### src/rtl/amk_pkg.sv
// Shared types, constants and the Morse code table of the keyer.
// No dependencies.
package amk_pkg;

	localparam int CharW    = 8;
	localparam int DitW     = 16;
	localparam int DurW     = 18;
	localparam int PatW     = 6;
	localparam int LenW     = 3;
	localparam logic [DitW-1:0] DitResetMs = 16'd100;
	localparam logic [CharW-1:0] CharSpace = 8'h20;

	typedef enum logic [2:0] {
		ST_IDLE,
		ST_SYM_ON,
		ST_SYM_OFF,
		ST_CHAR_GAP,
		ST_WORD_GAP,
		ST_WORD_END
	} state_t;

	// pattern is left aligned: bit 5 is the first symbol, 1 = dah
	typedef struct packed {
		logic [LenW-1:0] len;
		logic [PatW-1:0] pat;
	} code_t;

	typedef struct packed {
		logic       load;
		logic       shift;
		logic       emit;
		logic       seg_on;
		logic [1:0] seg_dits;
		logic       seg_last;
	} cmd_t;

	typedef struct packed {
		logic in_space;
		logic in_has_code;
		logic sym_dah;
		logic sym_last;
	} status_t;

	function automatic code_t code_of(input logic [CharW-1:0] c);
		logic [CharW-1:0] u;
		code_t r;
		u = c;
		if (c >= 8'h61 && c <= 8'h7A) begin
			u = c & 8'hDF;
		end
		case (u)
			8'h21:   r = '{3'd6, 6'b101011};
			8'h22:   r = '{3'd6, 6'b010010};
			8'h27:   r = '{3'd6, 6'b011110};
			8'h28:   r = '{3'd5, 6'b101100};
			8'h29:   r = '{3'd6, 6'b101101};
			8'h2C:   r = '{3'd6, 6'b110011};
			8'h2D:   r = '{3'd6, 6'b100001};
			8'h2E:   r = '{3'd6, 6'b010101};
			8'h2F:   r = '{3'd5, 6'b100100};
			8'h30:   r = '{3'd5, 6'b111110};
			8'h31:   r = '{3'd5, 6'b011110};
			8'h32:   r = '{3'd5, 6'b001110};
			8'h33:   r = '{3'd5, 6'b000110};
			8'h34:   r = '{3'd5, 6'b000010};
			8'h35:   r = '{3'd5, 6'b000000};
			8'h36:   r = '{3'd5, 6'b100000};
			8'h37:   r = '{3'd5, 6'b110000};
			8'h38:   r = '{3'd5, 6'b111000};
			8'h39:   r = '{3'd5, 6'b111100};
			8'h3A:   r = '{3'd6, 6'b111000};
			8'h3D:   r = '{3'd5, 6'b100010};
			8'h3F:   r = '{3'd6, 6'b001100};
			8'h40:   r = '{3'd6, 6'b011010};
			8'h41:   r = '{3'd2, 6'b010000};
			8'h42:   r = '{3'd4, 6'b100000};
			8'h43:   r = '{3'd4, 6'b101000};
			8'h44:   r = '{3'd3, 6'b100000};
			8'h45:   r = '{3'd1, 6'b000000};
			8'h46:   r = '{3'd4, 6'b001000};
			8'h47:   r = '{3'd3, 6'b110000};
			8'h48:   r = '{3'd4, 6'b000000};
			8'h49:   r = '{3'd2, 6'b000000};
			8'h4A:   r = '{3'd4, 6'b011100};
			8'h4B:   r = '{3'd3, 6'b101000};
			8'h4C:   r = '{3'd4, 6'b010000};
			8'h4D:   r = '{3'd2, 6'b110000};
			8'h4E:   r = '{3'd2, 6'b100000};
			8'h4F:   r = '{3'd3, 6'b111000};
			8'h50:   r = '{3'd4, 6'b011000};
			8'h51:   r = '{3'd4, 6'b110100};
			8'h52:   r = '{3'd3, 6'b010000};
			8'h53:   r = '{3'd3, 6'b000000};
			8'h54:   r = '{3'd1, 6'b100000};
			8'h55:   r = '{3'd3, 6'b001000};
			8'h56:   r = '{3'd4, 6'b000100};
			8'h57:   r = '{3'd3, 6'b011000};
			8'h58:   r = '{3'd4, 6'b100100};
			8'h59:   r = '{3'd4, 6'b101100};
			8'h5A:   r = '{3'd4, 6'b110000};
			8'h5F:   r = '{3'd6, 6'b001101};
			default: r = '{3'd0, 6'b000000};
		endcase
		return r;
	endfunction

endpackage

### src/rtl/amk_char_if.sv
// Request channel carrying one ASCII character.
// Depends on amk_pkg.
interface amk_char_if import amk_pkg::*; ();
	logic             valid;
	logic             ready;
	logic [CharW-1:0] char_code;

	modport source (output valid, output char_code, input ready);
	modport sink (input valid, input char_code, output ready);
endinterface

### src/rtl/amk_seg_if.sv
// Request channel carrying one key segment.
// Depends on amk_pkg.
interface amk_seg_if import amk_pkg::*; ();
	logic            valid;
	logic            ready;
	logic            key_on;
	logic [DurW-1:0] duration_ms;
	logic            last;

	modport source (output valid, output key_on, output duration_ms, output last, input ready);
	modport sink (input valid, input key_on, input duration_ms, input last, output ready);
endinterface

### src/rtl/ascii_morse_keyer.sv
// Morse keyer top level: ASCII characters in, timed key segments out.
// Depends on amk_pkg, amk_char_if, amk_seg_if, amk_ctrl and amk_dpath.
//
// chars (sink): one ASCII character per request. segs (source): one key
// segment per request with key_on, duration_ms and last; last marks the
// final segment of a character. dit_ms_we/dit_ms_wdata set the dit length
// in ms (reset value 100); write only while idle.
// A letter with n symbols gives 2n+1 segments: each symbol on (1 or 3
// dits) and 1 dit off, then a 2 dit gap. A space gives 3 dits off and then
// 1 dit off. Any other character without a code gives only the 2 dit gap.
// The controller issues one segment per cycle into a single output
// register while that register is empty or segs.ready is high. The
// accept in idle moves the controller to the first segment state, which
// then writes the first segment into the output register.
// A new character is taken once the last segment of the previous one sits
// in the output register. While a segment waits with segs.ready low, the
// controller holds and the output register keeps its payload. Reset
// empties the output and returns the controller to idle; no clearing pass is needed.
module ascii_morse_keyer import amk_pkg::*; (
	input  logic            clk,
	input  logic            arst_n,
	input  logic            dit_ms_we,
	input  logic [DitW-1:0] dit_ms_wdata,
	amk_char_if.sink        chars,
	amk_seg_if.source       segs
);

	cmd_t    cmd;
	status_t status;

	amk_ctrl u_ctrl (
		.clk       (clk),
		.arst_n    (arst_n),
		.in_valid  (chars.valid),
		.in_ready  (chars.ready),
		.out_valid (segs.valid),
		.out_ready (segs.ready),
		.status    (status),
		.cmd       (cmd)
	);

	amk_dpath u_dpath (
		.clk         (clk),
		.arst_n      (arst_n),
		.dit_we      (dit_ms_we),
		.dit_wdata   (dit_ms_wdata),
		.char_code   (chars.char_code),
		.cmd         (cmd),
		.status      (status),
		.key_on      (segs.key_on),
		.duration_ms (segs.duration_ms),
		.last        (segs.last)
	);

endmodule

### src/rtl/amk_ctrl.sv
// Keyer controller: sequences symbols and gaps, owns the output valid flag.
// Depends on amk_pkg.
module amk_ctrl import amk_pkg::*; (
	input  logic    clk,
	input  logic    arst_n,
	input  logic    in_valid,
	output logic    in_ready,
	output logic    out_valid,
	input  logic    out_ready,
	input  status_t status,
	output cmd_t    cmd
);

	state_t state_q, state_d;
	logic   out_valid_q;
	logic   slot_free;

	assign slot_free = !out_valid_q || out_ready;
	assign in_ready  = (state_q == ST_IDLE);
	assign out_valid = out_valid_q;

	always_comb begin
		state_d = state_q;
		case (state_q)
			ST_IDLE: begin
				if (in_valid) begin
					if (status.in_space) begin
						state_d = ST_WORD_GAP;
					end else if (status.in_has_code) begin
						state_d = ST_SYM_ON;
					end else begin
						state_d = ST_CHAR_GAP;
					end
				end
			end
			ST_SYM_ON: begin
				if (slot_free) state_d = ST_SYM_OFF;
			end
			ST_SYM_OFF: begin
				if (slot_free) state_d = status.sym_last ? ST_CHAR_GAP : ST_SYM_ON;
			end
			ST_CHAR_GAP: begin
				if (slot_free) state_d = ST_IDLE;
			end
			ST_WORD_GAP: begin
				if (slot_free) state_d = ST_WORD_END;
			end
			ST_WORD_END: begin
				if (slot_free) state_d = ST_IDLE;
			end
			default: state_d = ST_IDLE;
		endcase
	end

	always_comb begin
		cmd = '0;
		case (state_q)
			ST_IDLE: begin
				cmd.load = in_valid;
			end
			ST_SYM_ON: begin
				cmd.emit     = slot_free;
				cmd.seg_on   = 1'b1;
				cmd.seg_dits = status.sym_dah ? 2'd3 : 2'd1;
			end
			ST_SYM_OFF: begin
				cmd.emit     = slot_free;
				cmd.shift    = slot_free;
				cmd.seg_dits = 2'd1;
			end
			ST_CHAR_GAP: begin
				cmd.emit     = slot_free;
				cmd.seg_dits = 2'd2;
				cmd.seg_last = 1'b1;
			end
			ST_WORD_GAP: begin
				cmd.emit     = slot_free;
				cmd.seg_dits = 2'd3;
			end
			ST_WORD_END: begin
				cmd.emit     = slot_free;
				cmd.seg_dits = 2'd1;
				cmd.seg_last = 1'b1;
			end
			default: cmd = '0;
		endcase
	end

	always_ff @(posedge clk or negedge arst_n) begin
		if (!arst_n) begin
			state_q     <= ST_IDLE;
			out_valid_q <= 1'b0;
		end else begin
			state_q <= state_d;
			if (cmd.emit) begin
				out_valid_q <= 1'b1;
			end else if (out_ready) begin
				out_valid_q <= 1'b0;
			end
		end
	end

endmodule

### src/rtl/amk_dpath.sv
// Keyer datapath: code lookup, symbol shifter, dit register, output payload.
// Depends on amk_pkg.
module amk_dpath import amk_pkg::*; (
	input  logic             clk,
	input  logic             arst_n,
	input  logic             dit_we,
	input  logic [DitW-1:0]  dit_wdata,
	input  logic [CharW-1:0] char_code,
	input  cmd_t             cmd,
	output status_t          status,
	output logic             key_on,
	output logic [DurW-1:0]  duration_ms,
	output logic             last
);

	logic [DitW-1:0] dit_ms_q;
	logic [PatW-1:0] pat_q;
	logic [LenW-1:0] rem_q;
	logic            key_on_q;
	logic [DurW-1:0] dur_q;
	logic            last_q;
	code_t           code;
	logic [DurW-1:0] dit_x1, dit_x2, dur_d;

	assign code = code_of(char_code);

	assign status.in_space    = (char_code == CharSpace);
	assign status.in_has_code = (code.len != '0);
	assign status.sym_dah     = pat_q[PatW-1];
	assign status.sym_last    = (rem_q == LenW'(1));

	assign dit_x1 = DurW'(dit_ms_q);
	assign dit_x2 = DurW'({dit_ms_q, 1'b0});

	always_comb begin
		case (cmd.seg_dits)
			2'd2:    dur_d = dit_x2;
			2'd3:    dur_d = dit_x1 + dit_x2;
			default: dur_d = dit_x1;
		endcase
	end

	always_ff @(posedge clk or negedge arst_n) begin
		if (!arst_n) begin
			dit_ms_q <= DitResetMs;
		end else if (dit_we) begin
			dit_ms_q <= dit_wdata;
		end
	end

	always_ff @(posedge clk) begin
		if (cmd.load) begin
			pat_q <= code.pat;
			rem_q <= code.len;
		end else if (cmd.shift) begin
			pat_q <= {pat_q[PatW-2:0], 1'b0};
			rem_q <= rem_q - LenW'(1);
		end
		if (cmd.emit) begin
			key_on_q <= cmd.seg_on;
			dur_q    <= dur_d;
			last_q   <= cmd.seg_last;
		end
	end

	assign key_on      = key_on_q;
	assign duration_ms = dur_q;
	assign last        = last_q;

endmodule

### src/flat_wrapper.sv
// flat-port wrapper written by rule: the top's interface ports become plain ports
module ascii_morse_keyer_flat import amk_pkg::*;
  (clk, arst_n, dit_ms_we, dit_ms_wdata, chars_valid, chars_char_code, chars_ready, segs_valid, segs_key_on, segs_duration_ms, segs_last, segs_ready);
  amk_char_if chars_i ();
  amk_seg_if segs_i ();
  input  logic clk;
  input  logic arst_n;
  input  logic dit_ms_we;
  input  logic [DitW-1:0] dit_ms_wdata;
  input wire logic [$bits(chars_i.valid)-1:0] chars_valid;
  input wire logic [$bits(chars_i.char_code)-1:0] chars_char_code;
  output wire logic [$bits(chars_i.ready)-1:0] chars_ready;
  output wire logic [$bits(segs_i.valid)-1:0] segs_valid;
  output wire logic [$bits(segs_i.key_on)-1:0] segs_key_on;
  output wire logic [$bits(segs_i.duration_ms)-1:0] segs_duration_ms;
  output wire logic [$bits(segs_i.last)-1:0] segs_last;
  input wire logic [$bits(segs_i.ready)-1:0] segs_ready;
  assign chars_i.valid = chars_valid;
  assign chars_i.char_code = chars_char_code;
  assign chars_ready = chars_i.ready;
  assign segs_valid = segs_i.valid;
  assign segs_key_on = segs_i.key_on;
  assign segs_duration_ms = segs_i.duration_ms;
  assign segs_last = segs_i.last;
  assign segs_i.ready = segs_ready;
  ascii_morse_keyer u_core (.clk(clk), .arst_n(arst_n), .dit_ms_we(dit_ms_we), .dit_ms_wdata(dit_ms_wdata), .chars(chars_i), .segs(segs_i));
endmodule
### config.mk
export PLATFORM = sky130hd
export DESIGN_NAME = ascii_morse_keyer_flat
export DESIGN_NICKNAME = d
export VERILOG_FILES = /design/src/rtl/amk_pkg.sv /design/src/rtl/amk_char_if.sv /design/src/rtl/amk_seg_if.sv /design/src/rtl/ascii_morse_keyer.sv /design/src/rtl/amk_ctrl.sv /design/src/rtl/amk_dpath.sv /design/src/flat_wrapper.sv
export SDC_FILE = /design/constraint.sdc
export NUM_CORES = 1
export LEC_CHECK = 0
export BUFFER_PORTS_ARGS = -buffer_cell sky130_fd_sc_hd__buf_2
export CAP_MARGIN = 40
export CELL_PAD_IN_SITES_DETAIL_PLACEMENT = 1
export CELL_PAD_IN_SITES_GLOBAL_PLACEMENT = 2
export CORE_MARGIN = 5
export CORE_UTILIZATION = 33
export DETAILED_ROUTE_END_ITERATION = 16
export PLACE_DENSITY_LB_ADDON = 0.1
export SLEW_MARGIN = 20
export SYNTH_ARGS = -nofsm -noshare
export SYNTH_HDL_FRONTEND = slang
export SYNTH_SLANG_ARGS = --single-unit
### constraint.sdc
create_clock -name clk -period 2.9 [get_ports clk]
set_clock_uncertainty 0.2 [all_clocks]
set_input_delay 0.29 -clock clk [delete_from_list [all_inputs] [get_ports clk]]
set_output_delay 0.29 -clock clk [all_outputs]
set_load 0.01 [all_outputs]
Word level (Yosys, flattened, before mapping)
Memory sizes are Yosys's and may differ from the RTL's.
Cells that the tools add are included.
W data, S select, Z words.

storage, ports and cells
  logic and storage cells = 63
  bits in registers = 49
  memories = 1
  bits of input ports = 29
  bits in writable memories = 0
  latch bits = 0
  ROM bits = 1152

cells by class
  divide/modulo/power cells = 0
  reduce and logical (&&, ||, !) cells = 11
  mux-type cells = 25
  bitwise gates (word level) = 0
  $add $sub $neg = 2
  eq/ne operators = 14
  magnitude comparators = 2
  shift operators = 0
  $mul = 0

memory list
  memory            words  width  read ports  clocked after Yosys merged registers in  wr ports  line           text
  (name not given)  128    9      1           0                                        0         amk_pkg.sv:51  case (u)

operators by type and width
  kind                   number
  $pmux W18 S2           1
  $mux W3                8
  $add A16 B17 Y18       1
  $mux W6                3
  $pmux W3 S5            1
  $mux W9                1
  $eq A8 B6 Y1 const B   1
  $ge A8 B7 Y1 const B   1
  $le A8 B7 Y1 const B   1
  $ne A2 B2 Y1 const B   4
  $pmux W2 S4            1
  $mux W1                7
  $eq A3 B1 Y1 const B   2
  $eq A3 B2 Y1 const B   2
  $eq A3 B3 Y1 const B   2
  $mux W2                3
  $reduce_and A5 Y1      1
  $reduce_or A5 Y1       1
  $eq A2 B2 Y1 const B   2
  $reduce_bool A2 Y1     2
  $reduce_or A2 Y1       2
  $logic_not A3 Y1       1
  $reduce_bool A3 Y1     1
  $sub A3 B1 Y3 const B  1
  other kinds (4)        4

Longest topological paths before layout
An unclocked memory read counts as a cell.

  word-level depth = 10
  depth in mapped cells = 9

Hierarchy
A second synthesis with hierarchy kept.

unflattened totals
  cell total of the unflattened synthesis = 441
  area, all modules = 3952.5 um^2

by module, submodules not included
  module     cells an instance  seq. area each (um^2)  instances  area an instance (um^2)
  amk_dpath  399                1275.0                 1          3616.0
  amk_ctrl   42                 100.1                  1          336.6

Worst setup path after synthesis
No wires, ideal clock.

  kind = register to register
  from = register u_core.u_ctrl.state_q[1]
  to = register u_core.u_dpath.pat_q[0], enable pin
  setup time = 0.427 ns
  clock period less this slack = 3.017 ns
  setup slack = -0.117 ns
  path buffers = 1
  cell stages (with the launch flop) = 4
  arrival time = 2.390 ns
  cells stage by stage = dfrtp_1 > clkbuf_1 > nor2_1 > a2111oi_0

on the way
  word-level cells in the longest chain between the ends = 3

RTL lines
  what                                                     line             text
  start: declaration                                       amk_ctrl.sv:14   state_t state_q, state_d;
  start signal: assignment                                 amk_ctrl.sv:94   state_q <= state_d;
  $eq A3 B2 Y1 / $logic_not A3 Y1 (equally long branches)  amk_ctrl.sv:57   case (state_q)
  $mux W1                                                  amk_ctrl.sv:57
  $reduce_bool A2 Y1 (no line) (*)                         n/a
  end signal: assignment                                   amk_dpath.sv:53  pat_q <= code.pat;
  end signal: assignment                                   amk_dpath.sv:56  pat_q <= {pat_q[PatW-2:0], 1'b0};
  end: declaration                                         amk_dpath.sv:17  logic [PatW-1:0] pat_q;

Mark *: on every way between the ends. The rest lies on a longest branch, timed or not.
A chain may end at the register's enable or synchronous reset.

Worst setup path in the final report
  from = register u_core.u_dpath.dit_ms_q[1]
  to = register u_core.u_dpath.dur_q[11], in the netlist u_core.u_dpath.duration_ms[11], data pin

on the way
  word-level cells in the longest chain between the ends = 2

RTL lines
  what                                line             text
  start: declaration                  amk_dpath.sv:16  logic [DitW-1:0] dit_ms_q;
  start signal: assignment            amk_dpath.sv:45  dit_ms_q <= DitResetMs;
  start signal: assignment            amk_dpath.sv:47  dit_ms_q <= dit_wdata;
  $add A16 B17 Y18                    amk_dpath.sv:38  2'd3: dur_d = dit_x1 + dit_x2;
  $pmux W18 S2                        amk_dpath.sv:36  case (cmd.seg_dits)
  named net u_core.u_dpath.dur_d[11]  amk_dpath.sv:23  logic [DurW-1:0] dit_x1, dit_x2, dur_d;
  end signal: assignment              amk_dpath.sv:61  dur_q <= dur_d;
  end: declaration                    amk_dpath.sv:20  logic [DurW-1:0] dur_q;

The timed path passes the listed nets, and every way through them passes these cells.

==> impl_metrics.tcl <==
set metrics [dict create \
    outcome "finished clean" \
    worst_ep_required_time_ps 2840 \
    die_h_um 118 \
    num_rows 39 \
    clkPwrFrac 0.178 \
    root_buffer "clkbuf_16" \
    grt_antenna_before_repair 0 \
    syn_inst 410 \
    critPathKind "register to register" \
    synth-compound-area-share 0.270 \
    synth_edf_count 29 \
    initial_core_util 0.337 \
    worst-path-max-fanout 6 \
    grt_pass1_vias 3568 \
    synth_adder_area_share 0.0959 \
    seq_area_frac_synth 0.356 \
    vias 3371 \
    max_slew_margin 0.626 \
    dpl-instance-area_um2 4350 \
    synth-simple-area-share 0.145 \
    synth_xor_area_frac 0.0227 \
    io_buffers 50 \
    crit_path_end_kind "register" \
    io_pins 51 \
    rsz0062_at_grt "no" \
    synthFlopType "edfxtp_1" \
    grt_max_degree 22 \
    ys_ff_latch 49 \
    yosysTopAreaCellShare 0.226 \
    cts_tree "built" \
    grt_pass1_wl_um 18900 \
    switching_share 0.382 \
    r2r_start "u_core.u_dpath.dit_ms_q[1]" \
    synth_fp_nets 468 \
    fin_crit_ps 2700 \
    clock_sinks 49 \
    stdcell_count 610 \
    netlist_top_cells_area "edfxtp_1, dfrtp_1, ha_1" \
    reg2regPathDepth 8 \
    switching_power_mw 1.24 \
    drc 0 \
    crit_path_max_incr_delay_ps 450 \
    placeableCoreArea_um2 11500 \
    place_congestion 0.806 \
    worst_pin_slew_ps 561 \
    path_clk_slew_ps 70 \
    path_cells "ha_1 > fa_1 > a211oi_1 > o21a_1 > o21ba_2 > o21ai_0 > mux2_2 > o21ai_0" \
    area_growth_pct 16.5 \
    async_flop_share 0.408 \
    yosysWarnings 0 \
    synth_top_family_by_area "compound AO/OA/AOI/OAI gates" \
    drt_wl_total_um 11000 \
    cp-start-kind "register" \
    place_inst 601 \
    gr-total-overflow 0 \
    pwr_density_cell_nw_per_um2 723 \
    startpoint "u_core.u_dpath.dit_ms_q[1]" \
    leakage_nw 1.83 \
    p_comb_frac 0.450 \
    grtUsageTotal 0.163 \
    numCtsBuffers 5 \
    first_pass_iters 4 \
    max_freq_mhz 370 \
    drtIter0Drc 156 \
    clk_latency_ps 290 \
    vdd_drop_max_mv 0.482 \
    cp.arrival_ps 2640 \
    syn_area_um2 3860 \
    diodes 0 \
    die-area_um2 14000 \
    clockBufferDepth 2 \
    fin_crit_sh 0.931 \
    ff2ff_setup_slack_ps 200 \
    intPower_mw 2.01 \
    synth.area.mux_share 0.0710 \
    setup.worst_path.end "u_core.u_dpath.duration_ms[11]" \
    slew_viol_final 0 \
    synth_area_leader_cell "edfxtp_1" \
    setup_viol 0 \
    die_x_um 118 \
    final_area_um2 4500 \
    drv_cap 0 \
    syn_area_per_cell_um2 9.42 \
    viasPerCell 5.53 \
    seqPwrFrac 0.371 \
    drive_above_1_share 0.238 \
    synth_cell_type_count 69 \
    r2r_end "u_core.u_dpath.duration_ms[11]" \
    hold_viol 0 \
    ctsHtreeMaxLevel 2 \
    ant_nets 0 \
    min_path_type "primary input to register" \
    hpwl_um 8390 \
    critPathSlowestCell "dfrtp_1" \
    crit_path_frequent_cell "o21ai_0" \
    nets 524 \
    tns_ps 0 \
    wire_per_inst_um 18.1 \
    cts_setup_buffers 0 \
]
==> cells by family after synthesis <==
group | after synthesis
adder cells (fa/ha/maj) | 29
AO/OA/AOI/OAI | 152
AND/OR/NAND/NOR | 111
flip-flops | 49
buffers and inverters | 35
multiplexers | 24
XOR/XNOR | 10
==> worst max-delay path, delay by kind of cell, from the launching register on <==
kind | cells | cell delay (ps)
AOI/OAI and AO/OA | 5 | 930
DFF | 1 | 450
muxes | 1 | 270
adders and majority gates | 2 | 690
==> cells in the final DEF (no fill, tap or decap), types with 4 or more instances in the layout <==
cell type	synthesis	routed
buf_4	1	20
o31ai_1	6	6
xor2_1	7	7
a22oi_1	9	9
ha_1	28	28
dfrtp_1	17	17
nand3b_1	5	5
o211ai_1	7	7
nor3b_1	4	4
nor2_1	27	26
inv_1	12	12
clkbuf_16	0	5
mux2_2	17	17
and2_1	5	5
nand2b_1	9	9
o21ai_1	4	4
a211oi_1	9	9
nor3_1	8	8
a21o_1	6	6
nor2b_1	4	4
o21ai_0	35	35
edfxtp_1	29	29
mux2i_1	6	6
buf_2	13	50
a31oi_1	4	4
nand3_1	5	5
nand2_1	30	30
a21oi_1	34	34
==> state kept, by name (all words and copies together), names as in the netlist <==
signal,count
u_core.u_dpath.duration_ms,18
u_core.u_dpath.dit_ms_q,16
u_core.u_dpath.pat_q,6
u_core.u_ctrl.state_q,3
u_core.u_dpath.rem_q,3
u_core.u_ctrl.out_valid,1
u_core.u_dpath.key_on,1
u_core.u_dpath.last,1
==> area by class of cell <==
cell class	count	area, um2
timing repair buffer	71	410
fill	1361	6970
clock inverter	3	17.5
inverter	13	48.8
sequential	49	1380
clock buffer	5	125
multi-input combinational	326	2340
tap	143	179
==> stage by stage <==
step	power (mW)	hold slack (ps)	util	setup WS (ps)
after floorplan	2.18	-206	-	290
after global placement	2.69	109	0.379	264
after detailed placement	2.72	124	0.379	209
after CTS	3.31	0.598	0.392	180
after global routing	3.53	11.4	0.392	74.8
final	3.25	16.3	0.392	201
==> worst min path at each step <==
stage / startpoint / to / slack, ps / cells after the start
after global placement: arst_n / u_core.u_dpath.dit_ms_q[0] / 110 / 1
after CTS: dit_ms_wdata[14] / u_core.u_dpath.dit_ms_q[14] / 0.6 / 3
final: dit_ms_wdata[14] / u_core.u_dpath.dit_ms_q[14] / 20 / 3
after floorplan: arst_n / u_core.u_ctrl.out_valid / -210 / 0
after global routing: dit_ms_wdata[14] / u_core.u_dpath.dit_ms_q[14] / 10 / 3
after detailed placement: arst_n / u_core.u_dpath.dit_ms_q[0] / 120 / 1
==> power by group through the flow <==
| stage | clock network [mW] | logic [mW] | registers, mW |
|---|---|---|---|
| 2_1_floorplan | 0 | 0.899 | 1.28 |
| 3_3_place_gp | 0 | 1.47 | 1.22 |
| 3_5_place_dp | 0 | 1.49 | 1.23 |
| 4_1_cts | 0.602 | 1.50 | 1.21 |
| 5_1_grt | 0.634 | 1.66 | 1.24 |
| 6_report | 0.580 | 1.47 | 1.21 |
==> metal layers <==
metal	track usage	vias up	wire length (um)
li1	-	1666	-
met1	0.203	1638	5010
met2	0.283	51	5480
met3	0.0320	16	344
met4	0.0502	0	204
met5	0	-	0
==> cells in the mapped netlist (3+ instances only) <==
library cell	n
nor2b_1	4
a31oi_1	4
dfrtp_1	17
nand2_1	30
edfxtp_1	29
a21o_1	6
dfstp_2	3
nand4_1	3
xor2_1	7
ha_1	28
o21a_1	3
buf_2	13
nand3b_1	5
nor3_1	8
o21ai_0	35
nand2b_1	9
mux2i_1	6
a211oi_1	9
o211ai_1	7
a221o_1	3
a22oi_1	9
a21oi_1	34
o21bai_1	3
inv_1	12
a221oi_1	3
mux2_2	17
o21ai_1	4
and3_1	3
clkbuf_1	7
nor3b_1	4
xnor2_1	3
nor2_1	27
and2_1	5
nand3_1	5
o31ai_1	6
==> what timing repair did <==
action / 4_1_cts / 5_1_grt
resized for setup: 0 / 0
endpoints found under the setup margin: 0 / 0
endpoints found under the hold margin: 17 / 0
hold buffers: 1 / 0
No activity file was read; power rests on OpenSTA's default activity.
